### config.mk
export PLATFORM = sky130hd
export DESIGN_NAME = graph_isomorphism_invariant_check
export DESIGN_NICKNAME = d
export VERILOG_FILES = /design/src/gim_pkg.sv /design/src/gim_adj_ram.sv /design/src/graph_isomorphism_invariant_check.sv
export SDC_FILE = /design/constraint.sdc
export NUM_CORES = 1
export LEC_CHECK = 0
export BUFFER_PORTS_ARGS = -buffer_cell sky130_fd_sc_hd__buf_2
export CORE_MARGIN = 1.5
export CORE_UTILIZATION = 55
export CTS_CLUSTER_DIAMETER = 100
export CTS_CLUSTER_SIZE = 8
export DETAILED_ROUTE_END_ITERATION = 10
export PLACE_DENSITY = 0.73
export SLEW_MARGIN = 0
export SYNTH_ARGS = -nofsm -noshare
export SYNTH_HDL_FRONTEND = slang
export SYNTH_HIERARCHICAL = 1
export SYNTH_SLANG_ARGS = --single-unit
### constraint.sdc
create_clock -name i_clk -period 4.7 [get_ports i_clk]
set_clock_uncertainty 0.05 [all_clocks]
set_input_delay 0.47 -clock i_clk [delete_from_list [all_inputs] [get_ports i_clk]]
set_output_delay 0.47 -clock i_clk [all_outputs]
set_load 0.02 [all_outputs]
### src/gim_pkg.sv
// Shared types and constants for the graph isomorphism invariant check.
// Used by gim_adj_ram and graph_isomorphism_invariant_check; depends on nothing.
package gim_pkg;

    localparam int MAX_VERTICES = 16;
    localparam int VW           = $clog2(MAX_VERTICES);
    localparam int AW           = VW + 1;
    localparam int CNT_W        = $clog2(MAX_VERTICES + 1);
    localparam int EDGE_W       = $clog2(MAX_VERTICES * MAX_VERTICES + 1);

    localparam int CFG_W        = 5;
    localparam int CFG_IDX_W    = 1;
    localparam int ROW_W        = 4;
    localparam int COL_W        = 4;
    localparam int S_DATA_W     = 16;
    localparam int M_DATA_W     = 8;
    localparam int VERDICT_W    = 3;

    localparam logic [CFG_IDX_W-1:0] REG_VERTICES_FIRST  = 1'b0;
    localparam logic [CFG_IDX_W-1:0] REG_VERTICES_SECOND = 1'b1;

    typedef enum logic [VERDICT_W-1:0] {
        VERDICT_MAYBE     = 3'd0,
        VERDICT_FIRST_NS  = 3'd1,
        VERDICT_SECOND_NS = 3'd2,
        VERDICT_VCOUNT    = 3'd3,
        VERDICT_EDGES     = 3'd4,
        VERDICT_DEGREES   = 3'd5
    } t_verdict;

    typedef enum logic [2:0] {
        ST_IDLE,
        ST_RD_ROW,
        ST_GET_ROW,
        ST_SCAN,
        ST_COUNTS,
        ST_DEGREES
    } t_state;

    typedef struct packed {
        logic          we;
        logic [AW-1:0] addr;
        logic [VW-1:0] col;
        logic          val;
    } t_ram_wr;

endpackage

### src/gim_adj_ram.sv
// Adjacency row store: one row bit mask per vertex for both graphs, bit writes.
// One read port with registered data. Depends on gim_pkg.
module gim_adj_ram (
    input  logic                              i_clk,
    input  gim_pkg::t_ram_wr                  i_wr,
    input  logic [gim_pkg::AW-1:0]            i_rd_addr,
    output logic [gim_pkg::MAX_VERTICES-1:0]  o_rd_data
);

    logic [gim_pkg::MAX_VERTICES-1:0] r_mem [2*gim_pkg::MAX_VERTICES];
    logic [gim_pkg::MAX_VERTICES-1:0] r_rd_data;

    always_ff @(posedge i_clk) begin
        if (i_wr.we) begin
            r_mem[i_wr.addr][i_wr.col] <= i_wr.val;
        end
        r_rd_data <= r_mem[i_rd_addr];
    end

    assign o_rd_data = r_rd_data;

endmodule

### src/graph_isomorphism_invariant_check.sv
// A last transfer is stored and starts a check; other transfers are only stored.
// The check walks the stored rows through one registered RAM read port, one row entry a cycle.
// No transfer is taken while a check runs or a verdict waits on the output.
// Reset (synchronous, active low) sets both vertex counts to 16 and clears control state;
// the adjacency store is not cleared.
module graph_isomorphism_invariant_check (
    input  logic                              i_clk,
    input  logic                              i_rst_n,
    input  logic                              i_cfg_we,
    input  logic [gim_pkg::CFG_IDX_W-1:0]     i_cfg_idx,
    input  logic [gim_pkg::CFG_W-1:0]         i_cfg_data,
    input  logic                              s_tvalid,
    output logic                              s_tready,
    input  logic [gim_pkg::S_DATA_W-1:0]      s_tdata,   // row[3:0], col[7:4], edge_req[8]
    input  logic                              s_tuser,   // graph_sel[0]
    input  logic                              s_tlast,
    output logic                              m_tvalid,
    input  logic                              m_tready,
    output logic [gim_pkg::M_DATA_W-1:0]      m_tdata    // verdict[2:0]
);

    localparam int MAXV = gim_pkg::MAX_VERTICES;
    localparam int VW   = gim_pkg::VW;
    localparam int CW   = gim_pkg::CNT_W;
    localparam int EW   = gim_pkg::EDGE_W;

    localparam logic [gim_pkg::CFG_IDX_W-1:0] REG_SEL_FIRST  = gim_pkg::REG_VERTICES_FIRST;
    localparam logic [gim_pkg::CFG_IDX_W-1:0] REG_SEL_SECOND = gim_pkg::REG_VERTICES_SECOND;

    gim_pkg::t_state   r_state, n_state;
    logic [gim_pkg::CFG_W-1:0] r_nv1, r_nv2;
    logic              r_g, n_g;
    logic [VW-1:0]     r_i, n_i, r_j, n_j;
    logic [MAXV-1:0]   r_row, n_row;
    logic [CW-1:0]     r_deg, n_deg, r_d, n_d;
    logic [CW:0]       r_diff, n_diff;
    logic [EW-1:0]     r_e1, n_e1, r_e2, n_e2;
    logic              r_out_valid, n_out_valid;
    gim_pkg::t_verdict r_verdict, n_verdict;
    logic [CW-1:0]     r_deg1 [MAXV];
    logic [CW-1:0]     r_deg2 [MAXV];

    gim_pkg::t_ram_wr       ram_wr;
    logic [gim_pkg::AW-1:0] rd_addr;
    logic [MAXV-1:0]        rd_data;

    logic                   s_acc;
    logic [gim_pkg::ROW_W-1:0] in_row;
    logic [gim_pkg::COL_W-1:0] in_col;
    logic [CW-1:0]          n1, n2, n_cur;
    logic                   j_end, i_end, mismatch, diag;
    logic [CW-1:0]          deg_row;
    logic                   deg_we;
    logic                   hit1, hit2;
    logic [CW:0]            diff_next;

    function automatic logic [CW-1:0] eff_count(input logic [gim_pkg::CFG_W-1:0] v);
        int vi;
        vi = int'(v);
        if (vi < 1) return CW'(1);
        if (vi > MAXV) return CW'(MAXV);
        return CW'(vi);
    endfunction

    assign in_row  = s_tdata[3:0];
    assign in_col  = s_tdata[7:4];
    assign s_acc   = s_tvalid && s_tready;
    assign n1      = eff_count(r_nv1);
    assign n2      = eff_count(r_nv2);
    assign n_cur   = r_g ? n2 : n1;
    assign j_end   = (CW'(r_j) == n_cur - CW'(1));
    assign i_end   = (CW'(r_i) == n_cur - CW'(1));
    assign mismatch = (r_row[r_j] != rd_data[r_i]);
    assign diag    = rd_data[r_i];
    assign deg_row = r_deg + CW'(r_row[r_j]);
    assign hit1    = (r_deg1[r_i] == r_d);
    assign hit2    = (r_deg2[r_i] == r_d);
    assign diff_next = r_diff + (CW+1)'(hit1) - (CW+1)'(hit2);

    gim_adj_ram u_ram (
        .i_clk     (i_clk),
        .i_wr      (ram_wr),
        .i_rd_addr (rd_addr),
        .o_rd_data (rd_data)
    );

    always_comb begin
        n_state = r_state;
        unique case (r_state)
            gim_pkg::ST_IDLE: begin
                if (s_acc && s_tlast) n_state = gim_pkg::ST_RD_ROW;
            end
            gim_pkg::ST_RD_ROW: begin
                n_state = gim_pkg::ST_GET_ROW;
            end
            gim_pkg::ST_GET_ROW: begin
                n_state = diag ? gim_pkg::ST_IDLE : gim_pkg::ST_SCAN;
            end
            gim_pkg::ST_SCAN: begin
                if (mismatch) begin
                    n_state = gim_pkg::ST_IDLE;
                end else if (j_end) begin
                    if (i_end && r_g) n_state = gim_pkg::ST_COUNTS;
                    else              n_state = gim_pkg::ST_RD_ROW;
                end
            end
            gim_pkg::ST_COUNTS: begin
                if (n1 != n2 || r_e1 != r_e2) n_state = gim_pkg::ST_IDLE;
                else                          n_state = gim_pkg::ST_DEGREES;
            end
            gim_pkg::ST_DEGREES: begin
                if (i_end && (diff_next != '0 || r_d == n1)) n_state = gim_pkg::ST_IDLE;
            end
            default: n_state = gim_pkg::ST_IDLE;
        endcase
    end

    always_comb begin
        n_g         = r_g;
        n_i         = r_i;
        n_j         = r_j;
        n_row       = r_row;
        n_deg       = r_deg;
        n_d         = r_d;
        n_diff      = r_diff;
        n_e1        = r_e1;
        n_e2        = r_e2;
        n_out_valid = r_out_valid && !m_tready;
        n_verdict   = r_verdict;
        deg_we      = 1'b0;
        rd_addr     = {r_g, r_i};
        s_tready    = (r_state == gim_pkg::ST_IDLE) && !r_out_valid;

        ram_wr.we   = s_acc && (int'(in_row) < MAXV) && (int'(in_col) < MAXV);
        ram_wr.addr = {s_tuser, VW'(in_row)};
        ram_wr.col  = VW'(in_col);
        ram_wr.val  = s_tdata[8];

        unique case (r_state)
            gim_pkg::ST_IDLE: begin
                if (s_acc && s_tlast) begin
                    n_g  = 1'b0;
                    n_i  = '0;
                    n_e1 = '0;
                    n_e2 = '0;
                end
            end
            gim_pkg::ST_RD_ROW: begin
                rd_addr = {r_g, r_i};
            end
            gim_pkg::ST_GET_ROW: begin
                rd_addr = {r_g, VW'(0)};
                n_row   = rd_data;
                n_j     = '0;
                n_deg   = '0;
                if (diag) begin
                    n_out_valid = 1'b1;
                    n_verdict   = r_g ? gim_pkg::VERDICT_SECOND_NS : gim_pkg::VERDICT_FIRST_NS;
                end
            end
            gim_pkg::ST_SCAN: begin
                rd_addr = {r_g, r_j + VW'(1)};
                n_j     = r_j + VW'(1);
                n_deg   = deg_row;
                if (mismatch) begin
                    n_out_valid = 1'b1;
                    n_verdict   = r_g ? gim_pkg::VERDICT_SECOND_NS : gim_pkg::VERDICT_FIRST_NS;
                end else if (j_end) begin
                    deg_we = 1'b1;
                    if (r_g) n_e2 = r_e2 + EW'(deg_row);
                    else     n_e1 = r_e1 + EW'(deg_row);
                    if (i_end) begin
                        n_g = 1'b1;
                        n_i = '0;
                    end else begin
                        n_i = r_i + VW'(1);
                    end
                end
            end
            gim_pkg::ST_COUNTS: begin
                n_i    = '0;
                n_d    = '0;
                n_diff = '0;
                if (n1 != n2) begin
                    n_out_valid = 1'b1;
                    n_verdict   = gim_pkg::VERDICT_VCOUNT;
                end else if (r_e1 != r_e2) begin
                    n_out_valid = 1'b1;
                    n_verdict   = gim_pkg::VERDICT_EDGES;
                end
            end
            gim_pkg::ST_DEGREES: begin
                if (i_end) begin
                    n_i    = '0;
                    n_diff = '0;
                    n_d    = r_d + CW'(1);
                    if (diff_next != '0) begin
                        n_out_valid = 1'b1;
                        n_verdict   = gim_pkg::VERDICT_DEGREES;
                    end else if (r_d == n1) begin
                        n_out_valid = 1'b1;
                        n_verdict   = gim_pkg::VERDICT_MAYBE;
                    end
                end else begin
                    n_i    = r_i + VW'(1);
                    n_diff = diff_next;
                end
            end
            default: begin
                n_out_valid = 1'b0;
            end
        endcase
    end

    always_ff @(posedge i_clk) begin
        if (!i_rst_n) begin
            r_state     <= gim_pkg::ST_IDLE;
            r_out_valid <= 1'b0;
            r_nv1       <= gim_pkg::CFG_W'(MAXV);
            r_nv2       <= gim_pkg::CFG_W'(MAXV);
            r_g         <= 1'b0;
            r_i         <= '0;
            r_j         <= '0;
            r_d         <= '0;
            r_diff      <= '0;
            r_deg       <= '0;
            r_e1        <= '0;
            r_e2        <= '0;
        end else begin
            r_state     <= n_state;
            r_out_valid <= n_out_valid;
            r_g         <= n_g;
            r_i         <= n_i;
            r_j         <= n_j;
            r_d         <= n_d;
            r_diff      <= n_diff;
            r_deg       <= n_deg;
            r_e1        <= n_e1;
            r_e2        <= n_e2;
            if (i_cfg_we) begin
                unique case (i_cfg_idx)
                    REG_SEL_FIRST:  r_nv1 <= i_cfg_data;
                    REG_SEL_SECOND: r_nv2 <= i_cfg_data;
                    default: ;
                endcase
            end
        end
    end

    always_ff @(posedge i_clk) begin
        r_row     <= n_row;
        r_verdict <= n_verdict;
        if (deg_we) begin
            if (r_g) r_deg2[r_i] <= deg_row;
            else     r_deg1[r_i] <= deg_row;
        end
    end

    assign m_tvalid = r_out_valid;
    assign m_tdata  = gim_pkg::M_DATA_W'(r_verdict);

`ifndef SYNTHESIS
    a_no_overlap: assert property (@(posedge i_clk) disable iff (!i_rst_n)
        !(s_tready && m_tvalid))
        else $error("input taken while a verdict is pending");

    a_start_on_last: assert property (@(posedge i_clk) disable iff (!i_rst_n)
        (r_state == gim_pkg::ST_IDLE && s_tvalid && s_tready && s_tlast)
            |=> (r_state == gim_pkg::ST_RD_ROW))
        else $error("check did not start after the last transfer");

    a_verdict_range: assert property (@(posedge i_clk) disable iff (!i_rst_n)
        m_tvalid |-> (r_verdict <= gim_pkg::VERDICT_DEGREES))
        else $error("verdict code out of range");

    a_verdict_done: assert property (@(posedge i_clk) disable iff (!i_rst_n)
        $rose(r_out_valid) |-> (r_state == gim_pkg::ST_IDLE))
        else $error("verdict raised while the check is still running");
`endif

endmodule
==> reports/qor.txt, run 1 <==
outcome -> finished, violations left
failing checks -> negative setup slack
H-Tree Depth -> 3
core area -> 0.0617 mm^2
DRC -> 0
Die X -> 253 um
Vias -> 21328
Synth area leaders -> edfxtp_1 (60%), mux2i_1 (7.9%), nor2_1 (6.0%), dfxtp_1 (4.5%), mux4_2 (3.8%)
Slew Limit Headroom -> 24.5%
crit-path max cell delay -> 510 ps
CP top delay family -> multiplexers
CP Launch Type -> flip-flop
vias in the first global route -> 21692
post-synth cell types -> 76
initial antenna violation count -> 4
Async SR Flop Fraction -> 0%
min cycle time layout -> 4850 ps
maxcap violations -> 0
predominant post-synthesis flop cell -> edfxtp_1
GRT overflow -> 0
Final TNS setup -> -546 ps
final WL -> 81.4 mm
WP data required -> 5000 ps
Cell Chain, Critical Path -> buf_4 > buf_12 > mux4_2 > mux4_2 > xor2_1 > nor2_1 > nand4_1 > ha_4 > inv_4 > ha_4 > inv_2 > fa_2 > nand2b_4 > a21oi_2 > xor2_1 > nor4_2 > a311oi_1 > buf_4 > o21ba_4 > o2111a_2
die height -> 253 um
Worst Hold Class -> in -> reg
Setup-failing EPs final -> 5
CP Depth -> 20
WP buf/inv -> 5
clock-pin slew on the worst setup and hold paths -> 50 ps
Lkg Pwr -> 11.9 nW
CTS tree -> built
first-pass GRT wire length -> 125 mm
share of the yosys chip area belonging to registers -> 65.0%
WHS -> 20.4 ps
Mapped Area -> 0.0343 mm^2
Period Utilization, post-route -> 103%
mean post-synth cell area -> 13.2 um^2
routed len/inst -> 23.2 um
crit path max fanout -> 6
nets@finish -> 2678
Iter 0 DRT Violations -> 2366
DIE AREA -> 0.0639 mm^2
Warnings, synthesis -> 6
GRT Util Overall -> 25.8%
io pins -> 39
clock latency on the worst-skew pair -> 660 ps
FP Rows -> 91
FMAX -> 206 MHz
Critical Path Sink Type -> flip-flop
slowest stage cell, crit path -> mux4_2
clk buf depth -> 3
Pwr Density -> 390 mW/mm^2
Root Buffer -> clkbuf_16
FF+latch count, synth -> 768
Initial Util -> 55.6%
Final Hold Vio Count -> 0
Cell Area, Placed -> 0.0352 mm^2
EDFF count, synth -> 691
RSZ-0062 raised after global routing -> yes
Port Buffers -> 26
dpl hpwl -> 49.0 mm
Worst Hold Path Cells -> 3
Design Area, Final -> 0.0384 mm^2
total CTS buffers -> 106
top cell type's share of synthesized area -> 60.5%
Final Max Tran Viols -> 0
DRT Pass-1 Iters -> 8
area grow syn2layout -> 12.0%
fraction of layout cells with a size suffix above 1 -> 12.5%
Yosys top cell by area -> edfxtp_1
Syn Inst Count -> 2602
critical path type -> reg -> reg
worst setup margin -> -147 ps
largest net degree at the start of global routing -> 214
FF-to-FF path depth -> 20
antenna-violating nets left -> 0
Final GP Congestion -> 0.838
Peak VDD IR -> 0.345 mV
Num Clock Sinks -> 768
WP data arrival -> 5150 ps
via-per-instance ratio -> 6.08
Worst-Margin Slew -> 1130 ps
## power breakdown
| part | internal, mW | switching, mW | total [mW] |
|---|---|---|---|
| clock network | 4.12 | 2.72 | 6.84 |
| logic | 0.205 | 0.427 | 0.632 |
| registers | 7.48 | 0.0379 | 7.51 |
| total | 11.8 | 3.18 | 15.0 |
## tightest hold or removal path, cell delays in order
cell and delay, ps:
buf_2 90, mux2i_1 60, nor2_1 80
## path summary, 6_finish.rpt
kind / end / start / slack, ps
max: r_verdict[0] / flip-flop / -150
max reg2reg: r_verdict[0] / flip-flop / -150
min reg2reg: r_row[7] / u_ram/o_rd_data[7] / 380
min: r_nv1[3] / i_cfg_data[3] / 20
## state kept, by name (all words and copies together) (netlist names), 6 cells and up, named ones only
register	count
r_deg1	80
r_deg2	80
r_diff	6
r_e1	9
r_e2	9
r_row	16
u_ram/o_rd_data	16
u_ram/r_mem	512
## metal layers
layer  track usage [%]  part of all wire, %  up-vias
li1                  -                    -     9605
met5                 0                0.016        -
met4              9.22                  3.2        2
met1              32.7                   39    10713
met2              44.3                   50      839
met3              4.81                  7.5      169
## synth_stat cells, types with 26 or more instances
master	n
a21oi_1	68
a22o_1	32
a22oi_1	70
and3_1	40
buf_1	29
buf_2	37
clkbuf_1	102
dfxtp_1	77
edfxtp_1	691
mux2i_1	272
mux4_2	58
nand2_1	126
nand3_1	65
nand4_1	26
nor2_1	551
nor3_1	27
## layout make-up
cell class / instances / area (um^2)
fillers: 4575 / 23300
flip-flops and latches: 768 / 22300
multi-input cells: 1609 / 11000
clock buffers: 151 / 2840
well taps: 837 / 1050
repair buffers: 117 / 1030
clock inverters: 6 / 118
inverters: 19 / 73.8
diodes: 3 / 7.51
## per-stage QoR
step / util, % / instances / worst slack [ps] / total power, mW
after detailed placement: 57.0 / 3333 / -343 / 8.26
after global placement: 57.0 / 3333 / -301 / 8.24
final: 62.3 / 3510 / -147 / 15.0
after global routing: 62.3 / 3508 / -277 / 15.4
after CTS: 62.1 / 3505 / -175 / 15.0
after floorplan: - / 2606 / 41.5 / 8.06
## logic make-up (layout without fill, tap and decap cells)
| family | count (synthesis) | in the layout | share of synthesized area [%] |
|---|---|---|---|
| AO/OA/AOI/OAI | 276 | 276 | 5.75 |
| multiplexers | 332 | 332 | 11.8 |
| XOR/XNOR | 50 | 50 | 1.30 |
| other | 1 | 8 | 0.0109 |
| flip-flops | 768 | 768 | 65.0 |
| buffers and inverters | 229 | 293 | 3.46 |
| AND/OR/NAND/NOR | 918 | 918 | 11.6 |
| adder cells (fa/ha/maj) | 28 | 28 | 1.09 |
## layout by cell type, fill, tap and decap left out, types with 4 or more instances in the layout
master	count
a21o_1	11
a21oi_1	67
a22o_1	32
a22oi_1	70
a31oi_1	20
and2_1	8
and3_1	40
buf_12	14
buf_2	25
buf_4	71
buf_6	4
clkbuf_1	44
clkbuf_16	108
conb_1	5
dfxtp_1	75
edfxtp_1	691
ha_1	23
inv_1	17
mux2i_1	272
mux4_2	58
nand2_1	126
nand2b_1	12
nand3_1	65
nand3b_1	5
nand4_1	26
nor2_1	551
nor2b_1	17
nor3_1	26
nor3b_1	6
o2111ai_1	5
o211ai_1	9
o21a_1	5
o21ai_0	14
o21bai_1	4
o41ai_1	4
or2_2	4
or3_1	7
xnor2_1	18
xnor2_2	7
xor2_1	24
## what timing repair did
| action | CTS | global route |
|---|---|---|
| buffers inserted | 13 | 7 |
| resized for setup | 14 | 13 |
| gates cloned | 1 | 1 |
| hold endpoints to repair | 1 | 0 |
| endpoints found under the setup margin | 8 | 9 |
| pin swaps | 11 | 14 |
| hold buffers | 1 | 0 |
Power figures use the tool's default switching activity.
==> inputs of run 2 (changes only) <==
--- a/config.mk
+++ b/config.mk
@@ -11,7 +11,7 @@
 export CTS_CLUSTER_DIAMETER = 100
 export CTS_CLUSTER_SIZE = 8
 export DETAILED_ROUTE_END_ITERATION = 10
-export PLACE_DENSITY = 0.73
+export PLACE_DENSITY = 0.74
 export SLEW_MARGIN = 0
 export SYNTH_ARGS = -nofsm -noshare
 export SYNTH_HDL_FRONTEND = slang
==> run 2 against run 1 <==
The flow still finishes with violations (negative setup slack). Clock-buffer cell count grew 9. Sequential share of layout area decreased by 0.27 points. Wire length is 0.47% higher. Flip-flop and latch count did not move. Highest routed layer unchanged.
==> reports/qor.txt, run 2 (same netlist as run 1, synthesis figures left out) <==
Setup-failing EPs final -> 4
largest registers -> u_ram/r_mem: 512 flops, r_deg1: 80 flops, r_deg2: 80 flops
Num Clock Sinks -> 768
Hold Path End -> r_nv2[0]
most flop-heavy register -> u_ram/r_mem
first-pass GRT wire length -> 124 mm
most frequent cells in the layout -> edfxtp_1 (691), nor2_1 (550), mux2i_1 (272)
area grow syn2layout -> 12.5%
FMAX -> 205 MHz
Die X -> 253 um
Worst-Margin Slew -> 1220 ps
initial antenna violation count -> 4
outcome -> finished, violations left
vias in the first global route -> 21751
CTS tree -> built
Psw -> 3.29 mW
Clock power frac -> 46.0%
RSZ-0062 raised after global routing -> yes
Vias -> 21689
worst r2r dst -> r_verdict[0]
Register-to-Register Setup Slack -> -180 ps
H-Tree Depth -> 3
min cycle time layout -> 4880 ps
crit path max fanout -> 8
Port Buffers -> 26
Root Buffer -> clkbuf_16
FP Rows -> 91
GRT overflow -> 0
clk buf depth -> 3
DIE AREA -> 0.0639 mm^2
Slew Limit Headroom -> 18.4%
Final Max Tran Viols -> 0
WP data arrival -> 5170 ps
max FFs per register -> 512
total CTS buffers -> 105
Final Power -> 15.1 mW
Worst Hold Class -> in -> reg
fraction of layout cells with a size suffix above 1 -> 12.6%
clock-pin slew on the worst setup and hold paths -> 50 ps
Lkg Pwr -> 12.0 nW
Initial Util -> 55.6%
nets@finish -> 2680
maxcap violations -> 0
clock latency on the worst-skew pair -> 690 ps
Flop pwr share -> 49.7%
largest net degree at the start of global routing -> 202
final WL -> 81.8 mm
critical path type -> reg -> reg
worst setup margin -> -176 ps
Peak VDD IR -> 0.333 mV
Period Utilization, post-route -> 104%
DRC -> 0
antenna-violating nets left -> 0
worst slack at placement -> -406 ps
routed len/inst -> 23.2 um
Final Hold Vio Count -> 0
Critical Path Sink Type -> flip-flop
HP Start -> i_cfg_idx
WP data required -> 4990 ps
Pwr Density -> 391 mW/mm^2
io pins -> 39
FF-to-FF path depth -> 19
logic gate share of total power -> 4.3%
DRT Pass-1 Iters -> 7
Iter 0 DRT Violations -> 2396
die height -> 253 um
cell-internal power -> 11.8 mW
via-per-instance ratio -> 6.16
dpl hpwl -> 48.3 mm
core area -> 0.0617 mm^2
GRT Util Overall -> 25.6%
Worst Hold Path Cells -> 3
commonest non-fill, non-tap cell in the layout -> edfxtp_1
sw frac -> 21.8%
WHS -> 55.5 ps
failing checks -> negative setup slack
CP Launch Type -> flip-flop
Final GP Congestion -> 0.866
==> run 2: cell types whose count changed in the layout (fill, tap and decap cells not counted), sizes merged <==
cell,change
clkbuf,+8
dlygate4sd3,+4
diode,-2
inv,+1
==> run 2: repair_timing <==
action / 4_1_cts / 5_1_grt
hold buffers: 5 / 0
pin swaps: 13 / 10
gates resized for setup: 18 / 16
setup buffers: 11 / 8
endpoints found under the setup margin: 8 / 9
endpoints found under the hold margin: 10 / 0
cloned: 1 / 0
==> run 2: final cells by class <==
| type | count | area (um^2) |
|---|---|---|
| Fill cell | 4494 | 23100 |
| Tap cell | 837 | 1050 |
| Antenna cell | 1 | 2.50 |
| Multi-Input combinational cell | 1609 | 11100 |
| Timing Repair Buffer | 120 | 1100 |
| Clock buffer | 160 | 2830 |
| Sequential cell | 768 | 22300 |
| Clock inverter | 7 | 186 |
| Inverter | 19 | 71.3 |
==> run 2: per-stage QoR <==
step                instances  util, %  instance area (um^2)  TNS (ps)
floorplan                2606        -                 34300         0
global placement         3332     57.0                 35200     -1370
detailed placement       3332     57.0                 35200     -2110
CTS                      3514     62.3                 38500      -863
global route             3520     62.6                 38600     -1310
finish                   3521     62.6                 38600      -554
==> run 2: how the worst max path moves through the flow <==
stage | endpoint | slack, ps | cells past startpoint
floorplan | r_verdict[0] | 40 | 19
global placement | r_verdict[1] | -290 | 20
global route | r_verdict[0] | -330 | 19
detailed placement | r_verdict[0] | -410 | 20
finish | r_verdict[0] | -180 | 19
CTS | r_verdict[0] | -220 | 19
==> run 2: layer usage <==
metal	vias up	routed length [um]	track usage [%]
met1	10944	30900	31.4
li1	9613	-	-
met4	6	3000	9.80
met2	918	41500	45.0
met3	208	6300	4.93
met5	-	37	0
==> run 2: power by group through the flow <==
stage / clock [mW] / combinational, mW / sequential, mW
3_3_place_gp: 0 / 0.603 / 7.63
5_1_grt: 7.30 / 0.692 / 7.50
2_1_floorplan: 0 / 0.439 / 7.62
6_report: 6.94 / 0.648 / 7.50
3_5_place_dp: 0 / 0.624 / 7.63
4_1_cts: 7.03 / 0.637 / 7.50
==> run 2: worst max-delay path: stages (launching register included) <==
cell      delay, ps
dfxtp_4         370
buf_12          150
buf_12          140
mux4_2          510
mux4_2          540
xor2_2          190
nor2_2          120
nand4_1         130
ha_1            330
inv_2            70
ha_4            130
inv_2            40
fa_2            330
nand2b_4        170
a21oi_4         190
xor2_2          240
nor4_4           60
a311oi_2        340
o21ba_4         200
o2111a_2        250
